File: src/rtl/core/tdv_delay.sv
// Enabled shift line that delays a word alongside the main pipeline.
// No dependencies.
`timescale 1ns / 1ps

module tdv_delay #(
  parameter int W = 8,
  parameter int D = 4
) (
  input  logic         clk,
  input  logic         en,
  input  logic [W-1:0] din,
  output logic [W-1:0] dout
);

  logic [W-1:0] tap [0:D-1];

  always_ff @(posedge clk) begin
    if (en) begin
      tap[0] <= din;
    end
  end

  for (genvar k = 1; k < D; k++) begin : g_tap
    always_ff @(posedge clk) begin
      if (en) begin
        tap[k] <= tap[k-1];
      end
    end
  end

  assign dout = tap[D-1];

endmodule

File: config.mk
export PLATFORM = sky130hd
export DESIGN_NAME = tdv_delay
export DESIGN_NICKNAME = d
export VERILOG_FILES = /design/src/rtl/core/tdv_delay.sv
export SDC_FILE = /design/constraint.sdc
export NUM_CORES = 1
export LEC_CHECK = 0
export BUFFER_PORTS_ARGS = -buffer_cell sky130_fd_sc_hd__buf_2
export CAP_MARGIN = 20
export CORE_ASPECT_RATIO = 1.25
export CORE_MARGIN = 1.5
export CORE_UTILIZATION = 40
export CTS_BUF_LIST = sky130_fd_sc_hd__clkbuf_8
export DETAILED_ROUTE_END_ITERATION = 8
export GPL_TIMING_DRIVEN = 1
export PLACE_DENSITY = 0.73
export SYNTH_ARGS = -nofsm -noshare
export SYNTH_HDL_FRONTEND = slang
export SYNTH_SLANG_ARGS = --single-unit
File: constraint.sdc
create_clock -name clk -period 0.8 [get_ports clk]
set_input_delay 0.08 -clock clk [delete_from_list [all_inputs] [get_ports clk]]
set_output_delay 0.08 -clock clk [all_outputs]
set_load 0.005 [all_outputs]
==> out/qor.log <==
[placed_design] Final Wtd Congestion 0.572
[synthesis] cell area after synthesis 961 um2
[detailed_routing] vias per std cell 4.11
[sta] skew final 0.00304 ns
[synthesis] area fraction of the dominant cell type after synthesis 100%
[detailed_routing] routed wire length on met2 507 um
[synthesis] cell type with the highest aggregate area in the netlist edfxtp_1
[floorplanning] full die area 0.00271 mm2
[power_and_ir_drop] clock share of power 40.5%
[finish] Most flops, register tap
[detailed_routing] Initial DRT Pass Iterations 2
[setup_path] classification of the worst setup path reg2out
[sta] highest achievable clock rate 1170 MHz
[global_routing] maximum number of pins on one net before global-route repair 26
[synthesis] Most used DFF post-synth edfxtp_1
[synthesis] count leader, synth edfxtp_1
[floorplanning] initial cell density of the core 43.0%
[sta] tightest slew margin relative to the limit 91.5%
[global_routing] GR Overflow Total 0
[synthesis] asr flop ratio synth 0%
[power_and_ir_drop] net switching power of the design 0.000603 W
[outcome] result of the run finished with violations
[setup_path] cell family with the largest share of critical-path delay flip-flops
[sta] share of the cycle needed by the critical path after routing 107%
[setup_path] ordered list of cells on the worst path buf_2
[power_and_ir_drop] internal power consumption 0.00295 W
[synthesis] per-instance average area after synthesis 30.0 um2
[sta] worst hold-check slack 0.202 ns
[detailed_routing] DRT iter0 DRCs 4
[floorplanning] DIE HEIGHT 57.8 um
[sta] slack of the critical path -0.0533 ns
[sta] final setup violation count 8
[sta] Total Neg Setup Slack -0.362 ns
[power_and_ir_drop] leakage power total 0.487 nW
[detailed_routing] routed wire length 1030 um
[synthesis] number of enable flip-flop cells after synthesis 32
[synthesis] portion of the post-synthesis area used by sequential elements 100%
[synthesis] #FFs+latches synth 32
[finish] Multi-In Gates 0
[job] number of max-cap violations 0
[finish] number of flip-flops under the largest register name 32
[setup_path] worst path required time 0.72 ns
[setup_path] CP max FO 1
[floorplanning] core outline area 0.00223 mm2
[sta] setup repair after global routing missed its margin yes
[clock_network] CTS tree done
[finish] proportion of layout cells with a drive suffix above 1 38.8%
[sta] Tmin final 0.853 ns
[sta] Least-Margin Pin Slew 0.128 ns
[synthesis] Ys Warns 0
[clock_network] H-tree Lvls 2
[synthesis] number of instances in the synthesized netlist 32
[global_routing] initial antenna violation count 0
[finish] area of all sequential standard cells 961 um2
[setup_path] data arrival at the endpoint of the critical path 0.77 ns
[sta] Final Hold Violating Endpoints 0
[hold_path] Tightest Hold Check Type in2reg
[power_and_ir_drop] Design Power 0.00356 W
[detailed_routing] Via Count 403
[synthesis] Yosys cell types 1
[finish] layout overhead on the synthesized area 35.3%
[sta] Final Slew Violations 0
[detailed_routing] topmost layer with routed signal wires met4
[placed_design] DP Cell Count 82
[detailed_routing] routed wire length on met3 93 um
[detailed_routing] residual DRC count 0
[detailed_routing] length of routed wiring on met1 378 um
[setup_path] CP max-delay cell edfxtp_1
[clock_network] number of buffers created by CTS 5
[synthesis] cell types occupying the most area after synthesis edfxtp_1 100%
[finish] post-layout instance count excluding filler cells 98
[placed_design] port bufs 17
[finish] utilization of the core after routing 58.2%
[clock_network] # clock sinks 32
[power_and_ir_drop] maximum resistive drop on vdd 0.00174 V
[detailed_routing] post-route ant nets 0
[setup_path] Critical Path End Type output port
[setup_path] launching element type of the critical path flip-flop
[finish] antenna cell count 0
[power_and_ir_drop] fraction of power consumed by sequential logic 56.2%
[clock_network] Clock Pin Slew Worst Setup and Hold Paths 0.06 ns
[floorplanning] I/O pin total 18
[synthesis] net count after synthesis 42
[global_routing] GRT Overall Usage 9.76%
[floorplanning] placement row count 19
[finish] largest registers tap x32
[finish] Fill cells 175
[floorplanning] Die X 46.8 um
[power_and_ir_drop] combinational cell fraction of total power 3.3%
[synthesis] most frequent cells after synthesis 32 x edfxtp_1
[detailed_routing] wire length per cell 10.5 um
[clock_network] clock insertion delay at the later pin of the skew report 0.28 ns
[finish] total area of multi-input combinational cells 0 um2
[clock_network] cell chosen for the clock root clkbuf_8
[setup_path] maximum cell stage delay along the critical path 0.36 ns
[clock_network] number of buffers between clock root and the deepest sink 2
[global_routing] number of global-route vias before repair 404
[global_routing] first-pass GRT wire length 1560 um
[setup_path] number of buffers and inverters on the critical path 1
[power_and_ir_drop] proportion of total power due to net switching 17.0%
[power_and_ir_drop] P per Cell Area 2740 mW/mm2
[finish] final-stage net count 76
[outcome] violations in the final reports negative setup slack
area by class of cell:
type,instances,area share (%)
clock buffer,5,5.29
clock inverter,3,2.98
sequential,32,73.9
tap,31,2.98
timing repair buffer,27,14.8
logic make-up after synthesis:
logic type | after synthesis | share of synthesized area, %
flip-flops | 32 | 100
what timing repair did:
item | in CTS | in global routing
hold endpoints to repair | 8 | 0
hold buffers | 8 | 0
endpoints found under the setup margin | 8 | 8
buffers inserted | 0 | 0
resized for setup | 0 | 0
cell usage in the layout, fill, tap and decap left out:
master	n
buf_12	1
buf_2	17
buf_4	1
bufinv_16	1
clkbuf_8	5
clkinv_2	1
dlygate4sd3_1	8
edfxtp_1	32
inv_1	1
final timing paths:
| path | slack (ns) | end | depth (start not counted) | from |
|---|---|---|---|---|
| setup / recovery | -0.05 | dout[3] | 1 | tap[3][3] |
| hold / removal | 0.20 | tap[0][0] | 2 | en |
| hold reg to reg | 0.42 | tap[1][1] | 0 | tap[0][1] |
| setup reg to reg | 0.17 | tap[1][4] | 0 | tap[0][4] |
routing by layer:
metal | up-vias | global-route usage (%)
li1 | 195 | -
met1 | 179 | 7.41
met2 | 23 | 14.3
met3 | 6 | 5.61
met4 | 0 | 11.9
met5 | - | 0
through the flow:
step / cell area [um2] / setup slack, ns
final: 1300 / -0.0533
after global routing: 1300 / -0.0973
after CTS: 1300 / -0.0728
after detailed placement: 1110 / 0.117
after global placement: 1110 / 0.131
after floorplan: 961 / 0.211
power by group through the flow:
stage / combinational, W / clock, W / sequential [W]
finish: 0.000117 / 0.00144 / 0.00200
global route: 0.000129 / 0.00154 / 0.00201
CTS: 0.000118 / 0.00148 / 0.00200
detailed placement: 0.0000884 / 0 / 0.00203
global placement: 0.0000853 / 0 / 0.00203
floorplan: 0 / 0 / 0.00203
No activity file was read; power rests on OpenSTA's default activity.
