**src/rtl/core/tdv_pkg.sv**
```systemverilog
// Shared types, constants and the CORDIC arctangent table for the teardrop vertex core.
// No dependencies; tdv_div, tdv_cordic and the vertex core refer to it by scoped names.
`timescale 1ns / 1ps

package tdv_pkg;

  localparam int CORDIC_STEPS = 30;
  localparam int CORDIC_W     = 34;
  localparam logic signed [CORDIC_W-1:0] CORDIC_GAIN = 34'sd652032874;

  localparam int DEN_W = 10;

  localparam logic [7:0] REG_RADIUS = 8'd0;
  localparam logic [7:0] REG_BULGE  = 8'd1;
  localparam logic [7:0] REG_SLICES = 8'd2;
  localparam logic [7:0] REG_STACKS = 8'd3;

  localparam logic [15:0] RADIUS_RST = 16'd256;
  localparam logic [15:0] BULGE_RST  = 16'd8192;
  localparam logic [8:0]  SLICES_RST = 9'd32;
  localparam logic [8:0]  STACKS_RST = 9'd16;

  localparam logic [16:0] TEX_ONE = 17'd65536;

  localparam logic signed [17:0] TRIG_MAX = 18'sh10000;
  localparam logic signed [17:0] TRIG_MIN = 18'sh30000;
  localparam logic signed [20:0] POS_MAX  = 21'sh0FFFFF;
  localparam logic signed [20:0] POS_MIN  = 21'sh100000;
  localparam logic signed [16:0] Z_MAX    = 17'sh0FFFF;
  localparam logic signed [16:0] Z_MIN    = 17'sh10001;

  typedef logic signed [17:0] trig_t;

  function automatic logic [31:0] atan_turn(input int unsigned i);
    logic [31:0] v;
    case (i)
      0:  v = 32'h20000000;
      1:  v = 32'h12E4051E;
      2:  v = 32'h09FB385B;
      3:  v = 32'h051111D4;
      4:  v = 32'h028B0D43;
      5:  v = 32'h0145D7E1;
      6:  v = 32'h00A2F61E;
      7:  v = 32'h00517C55;
      8:  v = 32'h0028BE53;
      9:  v = 32'h00145F2F;
      10: v = 32'h000A2F98;
      11: v = 32'h000517CC;
      12: v = 32'h00028BE6;
      13: v = 32'h000145F3;
      14: v = 32'h0000A2FA;
      15: v = 32'h0000517D;
      16: v = 32'h000028BE;
      17: v = 32'h0000145F;
      18: v = 32'h00000A30;
      19: v = 32'h00000518;
      20: v = 32'h0000028C;
      21: v = 32'h00000146;
      22: v = 32'h000000A3;
      23: v = 32'h00000051;
      24: v = 32'h00000029;
      25: v = 32'h00000014;
      26: v = 32'h0000000A;
      27: v = 32'h00000005;
      28: v = 32'h00000003;
      29: v = 32'h00000001;
      default: v = 32'h00000000;
    endcase
    return v;
  endfunction

endpackage

```
**src/rtl/core/tdv_div.sv**
```systemverilog
// Pipelined restoring divider, one quotient bit per stage.
// Uses tdv_pkg for the divisor width; the divisor must hold while words are in flight.
`timescale 1ns / 1ps

module tdv_div #(
  parameter int NW = 32
) (
  input  logic                       clk,
  input  logic                       en,
  input  logic [NW-1:0]              num,
  input  logic [tdv_pkg::DEN_W-1:0]  den,
  output logic [NW-1:0]              quot
);

  localparam int DW = tdv_pkg::DEN_W;

  logic [NW-1:0] sh_q [0:NW-1];
  logic [DW-1:0] rm_q [0:NW-1];

  for (genvar k = 0; k < NW; k++) begin : g_stage
    logic [NW-1:0] sh_in;
    logic [DW-1:0] rm_in;
    logic [DW:0]   trial;
    logic          take;

    if (k == 0) begin : g_first
      assign sh_in = num;
      assign rm_in = '0;
    end else begin : g_next
      assign sh_in = sh_q[k-1];
      assign rm_in = rm_q[k-1];
    end

    assign trial = {rm_in, sh_in[NW-1]};
    assign take  = (trial >= {1'b0, den});

    always_ff @(posedge clk) begin
      if (en) begin
        sh_q[k] <= {sh_in[NW-2:0], take};
        rm_q[k] <= take ? DW'(trial - {1'b0, den}) : trial[DW-1:0];
      end
    end
  end

  assign quot = sh_q[NW-1];

endmodule

```
**config.mk**
```make
export PLATFORM = sky130hd
export DESIGN_NAME = tdv_div
export DESIGN_NICKNAME = d
export VERILOG_FILES = /design/src/rtl/core/tdv_pkg.sv /design/src/rtl/core/tdv_div.sv
export SDC_FILE = /design/constraint.sdc
export NUM_CORES = 2
export LEC_CHECK = 0
export BUFFER_PORTS_ARGS = -buffer_cell sky130_fd_sc_hd__buf_2
export CAP_MARGIN = 20
export CORE_MARGIN = 2
export CORE_UTILIZATION = 30
export CTS_CLUSTER_SIZE = 25
export DETAILED_ROUTE_END_ITERATION = 10
export SKIP_LAST_GASP = 1
export SYNTH_ARGS = -nofsm -noshare
export SYNTH_HDL_FRONTEND = slang
export SYNTH_SLANG_ARGS = --single-unit
```
**constraint.sdc**
```tcl
create_clock -name clk -period 4.1 [get_ports clk]
set_clock_uncertainty 0.05 [all_clocks]
set_input_delay 0.41 -clock clk [delete_from_list [all_inputs] [get_ports clk]]
set_output_delay 0.41 -clock clk [all_outputs]
set_load 0.005 [all_outputs]
```
==> metrics.md <==
| Metric | Value |
|---|---|
| Postcts setup bufs | `0` |
| Synthesized area per cell | `17.08 um^2` |
| Fin area | `67220 um^2` |
| First-pass GRT wire length | `approximately 160 mm` |
| Hold Path Cell Cnt | `1` |
| Grt met2 use | `15.71%` |
| DRC | `0` |
| Max-slew violations | `0` |
| CTS tree | `done` |
| Post-DRT Antenna Nets | `0` |
| Final setup TNS | `0 ps` |
| Cell family with most CP delay | `buffers and inverters` |
| Routed wire per std cell | `15.34 um` |
| Synth unique cells | `48` |
| Iter 0 DRT Violations | `just under 2000` |
| Leakage Power | `24.57 nW` |
| Clock tree buffer depth | `3` |
| Ys async rst share | `0%` |
| M3 GR Usage | `2.260%` |
| Synth top area cells | `edfxtp_1 69%, ha_1 6.8%, mux2_4 5.3%, xnor2_1 2.3%, a21oi_1 1.4%` |
| Buffers added on ports | `75` |
| Power Dens Cells | `708.7 nW/um^2` |
| Vias in the first global route | `29280` |
| Core Area | `192000 um^2` |
| Post-synthesis register bit count | `1334` |
| Met1 Use GR | `13.00%` |
| Tmin final | `2820 ps` |
| Slew HR | `37.96%` |
| CP Depth | `11` |
| Crit path DAT | `3260 ps` |
| Synth top area share | `69.38%` |
| CTS root buf | `clkbuf_16` |
| Total power | `0.04763 W` |
| Detailed placement HPWL | `60.02 mm` |
| Placed Area | `62010 um^2` |
| Clock transition at the registers of the reported paths | `50 ps` |
| Syn_nets | `3766` |
| Number of buffers and inverters on the critical path | `5` |
| Die height | `442.7 um` |
| Data required, critical path | `4540 ps` |
| Post-CTS resize count | `0` |
| Busiest grt layer | `met2` |
| Syn Std Cell Area | `just under 60000 um^2` |
| Synthesis-to-layout area growth | `16.42%` |
| Critical path's largest stage delay | `between 500 and 600 ps` |
| Total wire length | `97.22 mm` |
| Critical Path Slowest Stage Cell | `dlygate4sd3_1` |
| Worst slew pin tran | `930.6 ps` |
| Clock sink count | `about 1300` |
| Final hold violations | `0` |
| Worst Setup Slack, final | `about 1300 ps` |
| Starting density of the core | `30.07%` |
| Hold slack final | `83.23 ps` |
| CTS buffer count | `roughly 150` |
| Layout Nets | `4078` |
| Overflow after GRT | `0` |
| Die ar. | `196000 um^2` |
| Critical path type | `input pin to register` |
| Vias after detailed routing | `28660` |
| Top FF cell, synth | `edfxtp_1` |
| Worst hold-check path type | `input pin to register` |
| Rows | `between 150 and 200` |
| Crit end category | `register` |
| Part of the Yosys area used for sequential elements | `69.38%` |
| Crit start category | `input pin` |
| Post-synthesis cell count | `between 3000 and 4000` |
| Synth warnings | `0` |
| Final Setup Violations | `0` |
| First-pass iteration count of the detailed router | `5` |
| Largest net degree at the start of global routing | `approximately 120` |
| Layout cell share with drive strength beyond 1 | `17.82%` |
| # diodes | `0` |
| Worst VDD drop | `354.7 uV` |
| Die X-Extent | `442.7 um` |
| Max Freq | `0.3546 GHz` |
| Period Utilization, post-route | `68.78%` |
| Number of I/O pins | `76` |
| EDFF count, synth | `1334` |
| FF-to-FF path depth | `9` |
| Crit path cell chain | `dlygate4sd3_1 > buf_2 > inv_1 > buf_12 > ha_1 > a21oi_1 > nand2_1 > a211oi_2 > o21a_4 > inv_4 > mux2_4` |
| Clock Latency Late Sink | `760 ps` |
| Outcome | `completed` |
| Gr usage total | `between 9 and 10%` |
| Initial antenna violation count | `0` |
| DR vias/cell | `4.523` |
| Cell taking the most area after synthesis | `edfxtp_1` |
| Routability cong. | `0.8139` |
| CTS H-tree lvls | `4` |
| RSZ-0062 raised after global routing | `false` |
| Dpl ws | `685.7 ps` |
| Max cap viols | `0` |
| Crit Path Max Fanout | `31` |
-- cell usage in the layout, fill, tap and decap left out, drive strengths merged, types with 61 or more instances in the layout --
| master | n |
|---|---|
| a21o | 64 |
| a21oi | 166 |
| buf | 128 |
| clkbuf | 167 |
| clkinv | 76 |
| edfxtp | 1334 |
| ha | 312 |
| inv | 143 |
| mux2 | 240 |
| nand2 | 149 |
| nand3 | 61 |
| nor2 | 95 |
| nor4 | 68 |
| o21ai | 63 |
| xnor2 | 151 |
-- power by group --
group          internal, W  switching (W)
sequential          0.0183        0.00110
clock              0.00752        0.00550
combinational      0.00791        0.00731
-- per-stage QoR --
step / cells / util [%]
after floorplan: 3380 / -
after CTS: 6336 / 35.01
final: 6336 / 35.01
after detailed placement: 6033 / 32.30
after global routing: 6336 / 35.01
after global placement: 6033 / 32.30
-- synth_stat cells, drive strengths merged (40+ instances only) --
master	count
edfxtp	1334
ha	312
mux2	240
a21oi	166
xnor2	151
nand2	149
inv	134
nor2	95
nor4	68
a21o	64
o21ai	63
nand3	61
a211oi	60
o21a	60
xor2	60
nor2b	40
-- final timing paths --
path,startpoint,endpoint,slack [ps]
max,den[2],rm_q[1][136],1280
min,en,sh_q[0][20],80
max reg2reg,sh_q[1][351],rm_q[1][118],1420
min reg2reg,sh_q[1][250],sh_q[1][283],350
-- cells by family (layout without fill, tap and decap cells) --
logic type               Yosys count  count (layout)  share of synthesized area (%)
AO/OA/AOI/OAI                    591             591                          7.652
XOR/XNOR                         211             211                          3.201
adder cells (fa/ha/maj)          342             342                          7.802
buffers and inverters            135             565                          1.010
flip-flops                      1334            1334                          69.38
multiplexers                     270             270                          6.521
AND/OR/NAND/NOR                  497             497                          4.432
-- registers in the layout (all words and copies together) (netlist names) --
name / count
rm_q: 310
sh_q: 1024
-- area by class of cell --
class                           count  area (um^2)
Inverter                          134        579.3
Sequential cell                  1334        40060
Tap cell                         2526         3161
Fill cell                       18070       124800
Clock inverter                    100         1055
Timing Repair Buffer              164         1474
Clock buffer                      167         3796
Multi-Input combinational cell   1911        17090
-- what timing repair did --
item	in CTS	in global routing
endpoints found under the setup margin	0	0
hold endpoints to repair	39	0
hold buffers	36	0
-- per-layer routing --
| metal | vias up | part of all wire [%] |
|---|---|---|
| met2 | 470 | 46 |
| met4 | 0 | 2.8 |
| met3 | 185 | 4.1 |
| met5 | - | 0 |
| met1 | 14030 | 47 |
| li1 | 13970 | - |
(Power assumes the default switching activity.)
